**config.mk**
```make
export PLATFORM = sky130hd
export DESIGN_NAME = tween_3d_per_axis_delay
export DESIGN_NICKNAME = d
export VERILOG_FILES = /design/src/rtl/core/tw3d_pkg.sv /design/src/rtl/core/tw3d_div.sv /design/src/rtl/core/tw3d_ctrl.sv /design/src/rtl/core/tw3d_dp.sv /design/src/rtl/core/tween_3d_per_axis_delay.sv
export SDC_FILE = /design/constraint.sdc
export NUM_CORES = 2
export LEC_CHECK = 0
export BUFFER_PORTS_ARGS = -buffer_cell sky130_fd_sc_hd__buf_2
export CORE_ASPECT_RATIO = 0.75
export CORE_MARGIN = 2
export CORE_UTILIZATION = 65
export CTS_CLUSTER_SIZE = 40
export DETAILED_ROUTE_END_ITERATION = 12
export PLACE_DENSITY = 0.88
export SETUP_SLACK_MARGIN = 0.2
export SYNTH_ARGS = -nofsm -noshare
export SYNTH_HDL_FRONTEND = slang
export SYNTH_SLANG_ARGS = --single-unit
```
**constraint.sdc**
```tcl
create_clock -name clk -period 18.2 [get_ports clk]
set_clock_uncertainty 0.2 [all_clocks]
set_input_delay 3.64 -clock clk [delete_from_list [all_inputs] [get_ports clk]]
set_output_delay 3.64 -clock clk [all_outputs]
set_load 0.01 [all_outputs]
```
**src/rtl/core/tw3d_pkg.sv**
```systemverilog
package tw3d_pkg;

	// width of the duration and delay registers
	localparam int DUR_W = 16;
	localparam int NUM_AXES = 3;

	localparam logic [1:0] AXIS_LAST = 2'd2;

	localparam logic [DUR_W-1:0] DURATION_RESET = 16'd1000;

	// input item kinds
	localparam logic [1:0] KIND_TICK = 2'd0;
	localparam logic [1:0] KIND_MOVE = 2'd1;
	localparam logic [1:0] KIND_JUMP = 2'd2;

	// register indexes
	localparam logic [1:0] REG_DURATION = 2'd0;
	localparam logic [1:0] REG_DELAY_X  = 2'd1;
	localparam logic [1:0] REG_DELAY_Y  = 2'd2;
	localparam logic [1:0] REG_DELAY_Z  = 2'd3;

	typedef enum logic [2:0] {
		ST_IDLE,
		ST_DISPATCH,
		ST_CHECK,
		ST_DIV,
		ST_MUL1,
		ST_MUL2,
		ST_WB,
		ST_OUT
	} state_t;

	typedef struct packed {
		logic       load_in;
		logic       do_move;
		logic       do_jump;
		logic       hold_start;
		logic       land;
		logic       div_start;
		logic       mul1;
		logic       mul2;
		logic       write_back;
		logic       load_out;
		logic [1:0] axis;
	} cmd_t;

	typedef struct packed {
		logic [1:0] kind;
		logic       skip;
		logic       early;
		logic       land;
		logic       div_done;
		logic       out_free;
	} stat_t;

endpackage

```
**src/rtl/core/tw3d_div.sv**
```systemverilog
module tw3d_div #(
	parameter int FRAC_BITS = 16
) (
	input  logic                        clk,
	input  logic                        arst_n,
	input  logic                        start,
	input  logic [tw3d_pkg::DUR_W-1:0]  dividend,
	input  logic [tw3d_pkg::DUR_W-1:0]  divisor,
	output logic [FRAC_BITS-1:0]        quotient,
	output logic                        done
);

	localparam int CNT_W = $clog2(FRAC_BITS + 1);

	logic [tw3d_pkg::DUR_W-1:0] rem_q;
	logic [FRAC_BITS-1:0]       quo_q;
	logic [CNT_W-1:0]           cnt_q;
	logic                       busy_q;
	logic                       done_q;
	logic [tw3d_pkg::DUR_W:0]   rem2;
	logic [tw3d_pkg::DUR_W:0]   diff;
	logic                       ge;

	// remainder stays below the divisor, so one shifted-in zero per step
	assign rem2 = {rem_q, 1'b0};
	assign diff = rem2 - {1'b0, divisor};
	assign ge   = rem2 >= {1'b0, divisor};

	always_ff @(posedge clk or negedge arst_n) begin
		if (!arst_n) begin
			busy_q <= 1'b0;
			done_q <= 1'b0;
			cnt_q  <= '0;
		end else begin
			done_q <= 1'b0;
			if (start) begin
				busy_q <= 1'b1;
				cnt_q  <= CNT_W'(FRAC_BITS);
			end else if (busy_q) begin
				cnt_q <= cnt_q - 1'b1;
				if (cnt_q == CNT_W'(1)) begin
					busy_q <= 1'b0;
					done_q <= 1'b1;
				end
			end
		end
	end

	always_ff @(posedge clk) begin
		if (start) begin
			rem_q <= dividend;
			quo_q <= '0;
		end else if (busy_q) begin
			rem_q <= ge ? diff[tw3d_pkg::DUR_W-1:0] : rem2[tw3d_pkg::DUR_W-1:0];
			quo_q <= {quo_q[FRAC_BITS-2:0], ge};
		end
	end

	assign quotient = quo_q;
	assign done     = done_q;

endmodule

```
**src/rtl/core/tw3d_ctrl.sv**
```systemverilog
module tw3d_ctrl (
	input  logic             clk,
	input  logic             arst_n,
	input  logic             s_tvalid,
	output logic             s_tready,
	input  tw3d_pkg::stat_t  stat,
	output tw3d_pkg::cmd_t   cmd
);

	tw3d_pkg::state_t state_q, state_d;
	logic [1:0]       axis_q, axis_d;

	always_ff @(posedge clk or negedge arst_n) begin
		if (!arst_n) begin
			state_q <= tw3d_pkg::ST_IDLE;
			axis_q  <= '0;
		end else begin
			state_q <= state_d;
			axis_q  <= axis_d;
		end
	end

	always_comb begin
		state_d  = state_q;
		axis_d   = axis_q;
		cmd      = '0;
		cmd.axis = axis_q;
		s_tready = 1'b0;
		case (state_q)
			tw3d_pkg::ST_IDLE: begin
				s_tready = 1'b1;
				if (s_tvalid) begin
					cmd.load_in = 1'b1;
					state_d     = tw3d_pkg::ST_DISPATCH;
				end
			end
			tw3d_pkg::ST_DISPATCH: begin
				axis_d = '0;
				case (stat.kind)
					tw3d_pkg::KIND_TICK: state_d = tw3d_pkg::ST_CHECK;
					tw3d_pkg::KIND_MOVE: begin
						cmd.do_move = 1'b1;
						state_d     = tw3d_pkg::ST_OUT;
					end
					tw3d_pkg::KIND_JUMP: begin
						cmd.do_jump = 1'b1;
						state_d     = tw3d_pkg::ST_OUT;
					end
					default: state_d = tw3d_pkg::ST_OUT;
				endcase
			end
			tw3d_pkg::ST_CHECK: begin
				if (!stat.skip && !stat.early && !stat.land) begin
					cmd.div_start = 1'b1;
					state_d       = tw3d_pkg::ST_DIV;
				end else begin
					cmd.hold_start = !stat.skip && stat.early;
					cmd.land       = !stat.skip && !stat.early;
					if (axis_q == tw3d_pkg::AXIS_LAST) begin
						axis_d  = '0;
						state_d = tw3d_pkg::ST_OUT;
					end else begin
						axis_d = axis_q + 2'd1;
					end
				end
			end
			tw3d_pkg::ST_DIV: begin
				if (stat.div_done) begin
					state_d = tw3d_pkg::ST_MUL1;
				end
			end
			tw3d_pkg::ST_MUL1: begin
				cmd.mul1 = 1'b1;
				state_d  = tw3d_pkg::ST_MUL2;
			end
			tw3d_pkg::ST_MUL2: begin
				cmd.mul2 = 1'b1;
				state_d  = tw3d_pkg::ST_WB;
			end
			tw3d_pkg::ST_WB: begin
				cmd.write_back = 1'b1;
				if (axis_q == tw3d_pkg::AXIS_LAST) begin
					axis_d  = '0;
					state_d = tw3d_pkg::ST_OUT;
				end else begin
					axis_d  = axis_q + 2'd1;
					state_d = tw3d_pkg::ST_CHECK;
				end
			end
			tw3d_pkg::ST_OUT: begin
				if (stat.out_free) begin
					cmd.load_out = 1'b1;
					state_d      = tw3d_pkg::ST_IDLE;
				end
			end
			default: state_d = tw3d_pkg::ST_IDLE;
		endcase
	end

endmodule

```
**src/rtl/core/tw3d_dp.sv**
```systemverilog
module tw3d_dp #(
	parameter int COORD_WIDTH = 16,
	parameter int TIME_WIDTH  = 32,
	parameter int FRAC_BITS   = 16
) (
	input  logic                          clk,
	input  logic                          arst_n,
	input  tw3d_pkg::cmd_t                cmd,
	output tw3d_pkg::stat_t               stat,
	input  logic [1:0]                    in_kind,
	input  logic [TIME_WIDTH-1:0]         in_now,
	input  logic signed [COORD_WIDTH-1:0] in_tgt_x,
	input  logic signed [COORD_WIDTH-1:0] in_tgt_y,
	input  logic signed [COORD_WIDTH-1:0] in_tgt_z,
	input  logic [tw3d_pkg::DUR_W-1:0]    duration,
	input  logic [tw3d_pkg::DUR_W-1:0]    delay_x,
	input  logic [tw3d_pkg::DUR_W-1:0]    delay_y,
	input  logic [tw3d_pkg::DUR_W-1:0]    delay_z,
	input  logic                          out_ready,
	output logic                          out_valid,
	output logic signed [COORD_WIDTH-1:0] pos_x,
	output logic signed [COORD_WIDTH-1:0] pos_y,
	output logic signed [COORD_WIDTH-1:0] pos_z,
	output logic                          all_done
);

	localparam int CW  = COORD_WIDTH;
	localparam int F   = FRAC_BITS;
	localparam int P1W = 2 * F + 2;
	localparam int P2W = CW + F + 2;
	localparam logic [F+1:0]   TWO_ONE   = (F+2)'(2) << F;
	localparam logic [P2W-1:0] ROUND_ADJ = (P2W'(1) << F) - P2W'(1);

	// axis state
	logic signed [CW-1:0] start_q [tw3d_pkg::NUM_AXES];
	logic signed [CW-1:0] end_q   [tw3d_pkg::NUM_AXES];
	logic signed [CW-1:0] now_q   [tw3d_pkg::NUM_AXES];
	logic [tw3d_pkg::NUM_AXES-1:0] paused_q;
	logic [tw3d_pkg::NUM_AXES-1:0] finished_q;

	// latched item
	logic [1:0]            kind_q;
	logic [TIME_WIDTH-1:0] time_q;
	logic signed [CW-1:0]  tgt_q [tw3d_pkg::NUM_AXES];

	// arithmetic
	logic [P1W-1:0]         prod1_q;
	logic signed [P2W-1:0]  prod2_q;
	logic [F-1:0]           tt;
	logic                   div_done;
	logic [tw3d_pkg::DUR_W-1:0] dly;
	logic [TIME_WIDTH-1:0]  elapsed;
	logic                   early;
	logic                   land;
	logic signed [CW:0]     span;
	logic signed [F:0]      eased_s;
	logic signed [P2W-1:0]  prod2;
	logic signed [P2W-1:0]  rnd;
	logic signed [P2W-1:0]  delta;
	logic                   same_ends;

	// output register
	logic                 out_valid_q;
	logic signed [CW-1:0] pos_q [tw3d_pkg::NUM_AXES];
	logic                 done_q;

	always_comb begin
		case (cmd.axis)
			2'd0:    dly = delay_x;
			2'd1:    dly = delay_y;
			default: dly = delay_z;
		endcase
	end

	assign early   = time_q < TIME_WIDTH'(dly);
	assign elapsed = time_q - TIME_WIDTH'(dly);
	assign land    = (duration == '0) || (elapsed >= TIME_WIDTH'(duration));

	assign stat.kind     = kind_q;
	assign stat.skip     = paused_q[cmd.axis] | finished_q[cmd.axis];
	assign stat.early    = early;
	assign stat.land     = land;
	assign stat.div_done = div_done;
	assign stat.out_free = !out_valid_q || out_ready;

	// elapsed is below the duration here, so its low bits are the whole value
	tw3d_div #(
		.FRAC_BITS(F)
	) u_div (
		.clk      (clk),
		.arst_n   (arst_n),
		.start    (cmd.div_start),
		.dividend (elapsed[tw3d_pkg::DUR_W-1:0]),
		.divisor  (duration),
		.quotient (tt),
		.done     (div_done)
	);

	assign span    = (CW+1)'(end_q[cmd.axis]) - (CW+1)'(start_q[cmd.axis]);
	assign eased_s = $signed({1'b0, prod1_q[2*F-1:F]});
	assign prod2   = span * eased_s;
	// truncate toward zero on the final scale
	assign rnd     = prod2_q + (prod2_q[P2W-1] ? $signed(ROUND_ADJ) : $signed(P2W'(0)));
	assign delta   = rnd >>> F;

	assign same_ends = (tgt_q[0] == end_q[0]) && (tgt_q[1] == end_q[1]) &&
		(tgt_q[2] == end_q[2]);

	always_ff @(posedge clk) begin
		if (cmd.load_in) begin
			kind_q   <= in_kind;
			time_q   <= in_now;
			tgt_q[0] <= in_tgt_x;
			tgt_q[1] <= in_tgt_y;
			tgt_q[2] <= in_tgt_z;
		end
		if (cmd.mul1) begin
			prod1_q <= P1W'({{F{1'b0}}, tt} * {{(F-2){1'b0}}, TWO_ONE - (F+2)'(tt)});
		end
		if (cmd.mul2) begin
			prod2_q <= prod2;
		end
		if (cmd.load_out) begin
			pos_q  <= now_q;
			done_q <= &finished_q;
		end
	end

	always_ff @(posedge clk or negedge arst_n) begin
		if (!arst_n) begin
			for (int k = 0; k < tw3d_pkg::NUM_AXES; k++) begin
				start_q[k] <= '0;
				end_q[k]   <= '0;
				now_q[k]   <= '0;
			end
			paused_q    <= '1;
			finished_q  <= '1;
			out_valid_q <= 1'b0;
		end else begin
			if (cmd.do_move && !same_ends) begin
				for (int k = 0; k < tw3d_pkg::NUM_AXES; k++) begin
					start_q[k] <= now_q[k];
					end_q[k]   <= tgt_q[k];
				end
				paused_q   <= '0;
				finished_q <= '0;
			end
			if (cmd.do_jump) begin
				for (int k = 0; k < tw3d_pkg::NUM_AXES; k++) begin
					start_q[k] <= now_q[k];
					end_q[k]   <= tgt_q[k];
					now_q[k]   <= tgt_q[k];
				end
				paused_q   <= '1;
				finished_q <= '1;
			end
			if (cmd.hold_start) begin
				now_q[cmd.axis] <= start_q[cmd.axis];
			end
			if (cmd.land) begin
				now_q[cmd.axis]      <= end_q[cmd.axis];
				finished_q[cmd.axis] <= 1'b1;
			end
			if (cmd.write_back) begin
				now_q[cmd.axis] <= start_q[cmd.axis] + delta[CW-1:0];
			end
			if (cmd.load_out) begin
				out_valid_q <= 1'b1;
			end else if (out_ready) begin
				out_valid_q <= 1'b0;
			end
		end
	end

	assign out_valid = out_valid_q;
	assign pos_x     = pos_q[0];
	assign pos_y     = pos_q[1];
	assign pos_z     = pos_q[2];
	assign all_done  = done_q;

endmodule

```
**src/rtl/core/tween_3d_per_axis_delay.sv**
```systemverilog
// three-axis eased mover with a start delay per axis
//
// input stream (s_*): one transaction per command; s_tuser carries the kind
// (tick with time, move to targets, jump to targets), s_tdata the time since
// the last move and the three targets. output stream (m_*): exactly one
// transaction per input transaction with the three positions and all_done.
// apb port: duration at 0x0, delays for x, y, z at 0x4, 0x8, 0xc; write
// only while the block is idle.
// sequence: move, jump and unused kinds go from dispatch straight to the
// output register; a tick then visits each axis in turn, in the check step
// alone when the axis is stopped, waiting or landing, or through check,
// divide, the multiplies and write back when it eases; the serial divider
// (one quotient bit a cycle) is shared by the axes.
// one command is worked on at a time; s_tready is high only between commands.
// a finished result waits in the output register while the next command is
// taken; if m_tready stays low the block stalls before loading the next one.
// reset: duration 1000, delays 0, all axes at zero, paused and finished,
// output empty
module tween_3d_per_axis_delay #(
	parameter int COORD_WIDTH = 16,
	parameter int TIME_WIDTH  = 32,
	parameter int FRAC_BITS   = 16,
	// stream widths, zero filled to whole bytes
	localparam int IN_DATA_W  = ((TIME_WIDTH + 3 * COORD_WIDTH + 7) / 8) * 8,
	localparam int OUT_DATA_W = ((3 * COORD_WIDTH + 7) / 8) * 8
) (
	input  logic                  clk,
	input  logic                  arst_n,

	input  logic                  s_tvalid,
	output logic                  s_tready,
	input  logic [IN_DATA_W-1:0]  s_tdata,   // now_ms, target_x, target_y, target_z
	input  logic [1:0]            s_tuser,   // kind

	output logic                  m_tvalid,
	input  logic                  m_tready,
	output logic [OUT_DATA_W-1:0] m_tdata,   // pos_x, pos_y, pos_z
	output logic                  m_tuser,   // all_done

	input  logic                  psel,
	input  logic                  penable,
	input  logic                  pwrite,
	input  logic [3:0]            paddr,
	input  logic [31:0]           pwdata,
	output logic [31:0]           prdata,
	output logic                  pready
);

	localparam int DW         = tw3d_pkg::DUR_W;

	// configuration registers
	logic [DW-1:0] duration_q;
	logic [DW-1:0] delay_x_q;
	logic [DW-1:0] delay_y_q;
	logic [DW-1:0] delay_z_q;
	logic          cfg_write;
	logic [1:0]    reg_idx;

	tw3d_pkg::cmd_t  cmd;
	tw3d_pkg::stat_t stat;

	logic signed [COORD_WIDTH-1:0] pos_x;
	logic signed [COORD_WIDTH-1:0] pos_y;
	logic signed [COORD_WIDTH-1:0] pos_z;

	assign pready    = 1'b1;
	assign reg_idx   = paddr[3:2];
	assign cfg_write = psel && penable && pwrite && pready;

	always_ff @(posedge clk or negedge arst_n) begin
		if (!arst_n) begin
			duration_q <= tw3d_pkg::DURATION_RESET;
			delay_x_q  <= '0;
			delay_y_q  <= '0;
			delay_z_q  <= '0;
		end else if (cfg_write) begin
			case (reg_idx)
				tw3d_pkg::REG_DURATION: duration_q <= pwdata[DW-1:0];
				tw3d_pkg::REG_DELAY_X:  delay_x_q  <= pwdata[DW-1:0];
				tw3d_pkg::REG_DELAY_Y:  delay_y_q  <= pwdata[DW-1:0];
				tw3d_pkg::REG_DELAY_Z:  delay_z_q  <= pwdata[DW-1:0];
				default: ;
			endcase
		end
	end

	// register readback
	always_comb begin
		case (reg_idx)
			tw3d_pkg::REG_DURATION: prdata = 32'(duration_q);
			tw3d_pkg::REG_DELAY_X:  prdata = 32'(delay_x_q);
			tw3d_pkg::REG_DELAY_Y:  prdata = 32'(delay_y_q);
			tw3d_pkg::REG_DELAY_Z:  prdata = 32'(delay_z_q);
			default:                prdata = '0;
		endcase
	end

	// sequencer: one axis at a time through check, divide, two multiplies, write back
	tw3d_ctrl u_ctrl (
		.clk      (clk),
		.arst_n   (arst_n),
		.s_tvalid (s_tvalid),
		.s_tready (s_tready),
		.stat     (stat),
		.cmd      (cmd)
	);

	tw3d_dp #(
		.COORD_WIDTH (COORD_WIDTH),
		.TIME_WIDTH  (TIME_WIDTH),
		.FRAC_BITS   (FRAC_BITS)
	) u_dp (
		.clk       (clk),
		.arst_n    (arst_n),
		.cmd       (cmd),
		.stat      (stat),
		.in_kind   (s_tuser),
		.in_now    (s_tdata[TIME_WIDTH-1:0]),
		.in_tgt_x  (s_tdata[TIME_WIDTH +: COORD_WIDTH]),
		.in_tgt_y  (s_tdata[TIME_WIDTH + COORD_WIDTH +: COORD_WIDTH]),
		.in_tgt_z  (s_tdata[TIME_WIDTH + 2 * COORD_WIDTH +: COORD_WIDTH]),
		.duration  (duration_q),
		.delay_x   (delay_x_q),
		.delay_y   (delay_y_q),
		.delay_z   (delay_z_q),
		.out_ready (m_tready),
		.out_valid (m_tvalid),
		.pos_x     (pos_x),
		.pos_y     (pos_y),
		.pos_z     (pos_z),
		.all_done  (m_tuser)
	);

	// pack positions from the low bits up, zero fill to whole bytes
	assign m_tdata = OUT_DATA_W'({pos_z, pos_y, pos_x});

endmodule
```
Word level (Yosys, flattened, before mapping)
Memories as Yosys holds them, arrays and structs flattened.
Cells that the tools add are included.
{"block": "totals", "out_inout_bits": 84, "mem_bits_rw": 48, "reg_bits": 408, "memories": 1}
{"block": "classes", "addsub": 8, "n_eq_ne": 23, "order_cmp": 7, "mux": 73, "mul": 2, "reduce_logical": 33, "bitwise_logic": 3}
{"name": "u_dp.tgt_q", "words": 3, "width": 16, "read_ports": 3, "rd_ports_with_merged_regs": 0, "write_ports": 3, "line_no": "tw3d_dp.sv:44", "rtl": "logic signed [CW-1:0] tgt_q [tw3d_pkg::NUM_AXES];"}
{"op": "2-to-1 mux 48 bit", "count": 8}
{"op": "bitwise mux 48 bit", "count": 3}
{"op": "2-to-1 mux 16 bit", "count": 9}
{"op": "case mux 32 bit (4 select lines)", "count": 1}
{"op": "binary-select mux 16 bit (select 2 bit)", "count": 2}
{"op": "equality test 16 bit", "count": 3}
{"op": "2-to-1 mux 3 bit", "count": 13}
{"op": "multiplier 17 x 17 -> 34 bit", "count": 1}
{"op": "adder 32 bit", "count": 1}
{"op": "demux 16 bit (select 2 bit)", "count": 1}
{"op": "greater-or-equal comparator 32 x 16 -> 1 bit", "count": 1}
{"op": "< comparator 32 x 16 -> 1 bit", "count": 1}
{"op": "multiplier 16 x 18 -> 32 bit", "count": 1}
{"op": "case mux 16 bit (2 select lines)", "count": 1}
{"op": "subtractor 32 x 16 -> 32 bit", "count": 1}
{"op": "2-to-1 mux 1 bit", "count": 24}
{"op": "case mux 3 bit (8 select lines)", "count": 1}
{"op": "subtractor 18 x 16 -> 18 bit, first input constant", "count": 1}
{"op": "greater-or-equal comparator 17 x 16 -> 1 bit", "count": 1}
{"op": "subtractor 16 x 16 -> 17 bit", "count": 1}
{"op": "adder 16 bit", "count": 1}
{"op": "zero test 16 bit", "count": 1}
{"op": "subtractor 16 bit", "count": 1}
{"op": "equality test 3 bit, second input constant", "count": 4}
{"op": "other kinds (32)", "count": 67}

Logic depth before layout (Yosys ltp)
{"block": "logic_depth", "word_depth": 14, "ltp_mapped": 42}

Hierarchy
A second synthesis with hierarchy kept.
{"block": "unflattened", "cells_unflattened": 4172, "area_unflattened_um2": 42754.8}
{"mod": "tw3d_dp", "instances": 1, "area_per_inst_um2": 36483.7, "cells_each": 3634}
{"mod": "tween_3d_per_axis_delay", "instances": 1, "area_per_inst_um2": 3012.9, "cells_each": 180}
{"mod": "tw3d_div", "instances": 1, "area_per_inst_um2": 2800.2, "cells_each": 307}
{"mod": "tw3d_ctrl", "instances": 1, "area_per_inst_um2": 457.9, "cells_each": 51}

Worst setup path after synthesis
OpenSTA, ideal clock, no wires.
{"block": "synth_path", "kind": "reg2reg", "startpoint": "register u_ctrl.axis_q[1]", "endpoint": "register u_dp.prod2_q[33], data pin", "slack_ns": 8.079, "required_ns": 17.740, "path_stages_with_launch": 42, "setup_ns": 0.260, "period_less_slack_ns": 10.121, "arrival_ns": 9.661, "path_buffers": 4, "cell_sequence": "dfrtp_1 -> clkbuf_1 -> clkbuf_1 -> buf_1 -> mux2i_1 -> nor2_1 -> a21oi_1 -> ha_1 -> fa_1 -> nor2b_1 -> o21ai_0 -> a21boi_0 -> o21ai_0 -> a21boi_0 -> o2111a_1 -> nor3_1 -> nor2_1 -> a41oi_1 -> [6 not listed] -> inv_1 -> fa_1 -> fa_1 -> inv_1 -> fa_1 -> inv_1 -> ha_1 -> nand4_1 -> a211oi_1 -> o21ai_0 -> a21bo_2 -> a2111oi_0 -> o21ai_0 -> a21boi_0 -> o21ai_0 -> nand2b_1 -> a21oi_1 -> xnor2_1"}
{"block": "synth_via", "elab_chain_cells": 6, "word_cells_on_any_way": 9}
{"element": "from (decl)", "line_no": "tw3d_ctrl.sv:11", "rtl": "logic [1:0] axis_q, axis_d;"}
{"element": "from (signal assigned)", "line_no": "tw3d_ctrl.sv:19", "rtl": "axis_q <= axis_d;"}
{"element": "inverter 2 -> 3 bit (implied by the code) *", "line_no": "tw3d_dp.sv:99", "rtl": "assign span = (CW+1)'(end_q[cmd.axis]) - (CW+1)'(start_q[cmd.axis]);"}
{"element": "binary-select mux 16 bit (select 2 bit)", "line_no": "tw3d_dp.sv:99"}
{"element": "2-to-1 mux 16 bit (implied by the code) (2 in a row)", "line_no": "tw3d_dp.sv:99"}
{"element": "subtractor 16 x 16 -> 17 bit *", "line_no": "tw3d_dp.sv:99"}
{"element": "multiplier 17 x 17 -> 34 bit *", "line_no": "tw3d_dp.sv:101", "rtl": "assign prod2 = span * eased_s;"}
{"element": "via u_dp.prod2[33]", "line_no": "tw3d_dp.sv:57", "rtl": "logic signed [P2W-1:0] prod2;"}
{"element": "to (signal assigned)", "line_no": "tw3d_dp.sv:121", "rtl": "prod2_q <= prod2;"}
{"element": "to (decl)", "line_no": "tw3d_dp.sv:48", "rtl": "logic signed [P2W-1:0] prod2_q;"}
The timed path passes the listed nets; every way through them passes the cells marked *. The select of a mux whose other input is x is not followed.
A chain may end at the register's enable or synchronous reset.

Worst setup path in the final report
{"block": "layout_path", "startpoint": "register u_ctrl.axis_q[0]", "endpoint": "register u_dp.prod2_q[33], data pin"}
The elaborated chain is that of the path after synthesis.

==> results by group <==
Route
  – WL/cell: 22.56 um
  – Final wirelength: 117000 um
  – Vias: 32180
  – Router iterations before antenna repair: 7
  – DR vias/cell: 6.204
  – Antenna-violating nets left: 0
  – # DRC: 0
  – DRT iter0 DRCs: 3641

CTS
  – CTS Hold Bufs: 0
  – Clock Latency Late Sink: 0.59 ns
  – Root buf cell: clkbuf_16
  – H-Tree Depth: 2
  – TritonCTS Sinks: 437
  – Post-CTS setup buffers: 0
  – CTS max path bufs: 3
  – Resized cells post-CTS: 0
  – Clock buffers created by TritonCTS: 44
  – TritonCTS clock tree: done
  – Reg clk slew, reported paths: 0.07 ns

STA
  – Fin crit share: 0.7374
  – Setup TNS: 0 ns
  – Max Slew Vio Count: 0
  – Worst slew pin tran: 1.190 ns
  – Minimum clock period: 13.42 ns
  – Finish-stage setup viols: 0
  – Fmax: 74.51 MHz
  – Fin Hold WS: 0.2640 ns
  – Slew headroom: 0.1864
  – RSZ-0062 raised after global routing: false
  – Final hold violations: 0

Worst setup path
  – Critical Path RT: 18.29 ns
  – Critical path endpoint category: flip-flop
  – Worst setup SP type: flip-flop
  – Critical path fanouts, max: 29
  – Slowest cell on crit path: a2111oi_0
  – Reg2reg start: u_ctrl.axis_q[0]$_DFFE_PN0P_
  – Arr. time, crit path: 13.51 ns
  – Critical path origin: u_ctrl.axis_q[0]$_DFFE_PN0P_
  – Worst stage delay on the critical path: 1.00 ns
  – WS Path Type: flip-flop to flip-flop

Yosys
  – Yosys warning total: 0
  – Cells after Synth: 4163
  – Synth cell types: 85
  – Top cells by area, synth: fa_1 23%, edfxtp_1 14%, dfrtp_1 13%
  – Post-synth EDFFs: 196
  – Share of synthesized flip-flops with an asynchronous set or reset: 0.5149
  – Main synth FF type: dfrtp_1
  – Register area share after synthesis: 0.2793
  – Post-Syn Area: 0.04243 sq mm
  – Yosys top cell by area: fa_1
  – Area share of the largest cell type after synthesis: 0.2345
  – Synthesized area per cell: 10.19 sq um
  – Yosys reg bits: 437

GRT
  – Largest net degree at the start of global routing: 87
  – Number of global-route vias before repair: 33440
  – First-pass GRT wire length: 184000 um
  – GR Util met3: 0.1098
  – Gr busiest metal: met2
  – Initial antenna violation count: 13
  – GRT overflow: 0
  – GRT Util Overall: 0.3519
  – Met2 usage: 0.5341
  – GR Util met1: 0.4764

Cells and area
  – Commonest cells after routing, fill and taps aside: 660 x inv_1, 497 x fa_1, 334 x nand2_1
  – Area grow syn2layout: 7.463%
  – Commonest non-fill, non-tap cell in the layout: inv_1
  – Fin cells: 5187
  – Layout net count: 5184
  – Ratio of cells with drive above 1 in the final layout: 0.1169
  – Final Util: 0.7030

Floorplan
  – Die area: 0.06736 sq mm
  – Die width: 299.0 um
  – Ports: 209
  – Die height: 225.3 um
  – Num rows: 81
  – Core Area: 0.06486 sq mm
  – Starting density of the core: 0.6542

Placement
  – Cells after DPL: 5090
  – GPL Wtd Cong: 0.9614
  – Hpwl dp: 86030 um
  – I/O Buffers: 173

Min path
  – Worst hold path type: flip-flop to flip-flop
  – Hold_sp: u_dp.paused_q[1]$_DFFE_PN1P_

Flow run
  – Max-cap violation count: 0

Run status
  – Status: finished, final reports clean
flip-flops by register name (all words and copies together) (netlist names), 32 cells and up:
signal and cells:
u_dp.end_q 48, u_dp.start_q 48, u_dp.now_q 48, u_dp.prod2_q 33, u_dp.tgt_q 48, u_dp.time_q 32
cell usage after synthesis, types with 105 or more instances:
library cell	count
o21ai_0	123
xnor2_1	143
nand2b_1	164
nand2_1	335
mux2i_1	105
mux2_2	146
inv_1	660
ha_1	297
nor2_1	211
and2_1	135
dfrtp_1	215
fa_1	497
clkbuf_1	154
edfxtp_1	196
logic make-up after synthesis:
logic type,Yosys count,share of synthesized area
adder cells (fa/ha/maj),800,0.3235
multiplexers,268,0.07228
AO/OA/AOI/OAI,485,0.07466
XOR/XNOR,178,0.03674
buffers and inverters,852,0.07723
flip-flops,437,0.2793
AND/OR/NAND/NOR,1141,0.1362
other,2,0.0001770
per-layer routing:
layer | share of wire | vias up
met5 | 0.00070 | -
met4 | 0.045 | 14
met3 | 0.13 | 457
met2 | 0.44 | 2066
met1 | 0.38 | 15870
li1 | - | 13770
cell type report:
cell class                 count  area [sq um]
antenna                       15         37.54
clock buffer                  64          1279
clock inverter                18         145.1
fill                        4456         19260
inverter                     661          2481
multi-input combinational   2903         27500
sequential                   437         11850
tap                          871          1090
timing repair buffer         218          1214
critical path, delay by kind of cell, from the launching register on:
kind	cells	cell delay [ns]
buffers and inverters	6	0.87
adders and majority gates	8	3.70
AOI/OAI and AO/OA	17	5.11
xor gates and xnor gates	2	0.94
and+or+nand+nor	6	1.51
DFF	1	0.78
through the flow:
step,setup WS (ns),cell area (sq um)
5_1_grt,4.133,45570
4_1_cts,5.206,45560
3_5_place_dp,5.342,44140
2_1_floorplan,8.079,42540
3_3_place_gp,5.565,44140
6_report,4.780,45600
path summary, 6_finish.rpt:
check / endpoint / slack [ns] / cells past startpoint
worst max-delay path: u_dp.prod2_q[33]$_DFFE_PN_ / 4.78 / 39
worst min-delay path: u_dp.paused_q[1]$_DFFE_PN1P_ / 0.26 / 2
worst max register to register: u_dp.prod2_q[33]$_DFFE_PN_ / 4.78 / 39
worst min register to register: u_dp.paused_q[1]$_DFFE_PN1P_ / 0.26 / 2
max in group asynchronous: u_ctrl.axis_q[1]$_DFFE_PN0P_ / 12.64 / 3
min in group asynchronous: u_dp.end_q[38]$_DFFE_PN0P_ / 2.80 / 1
Power is not shown: default switching activity piles up to over one toggle a cycle in this logic, so the estimate is an artifact.
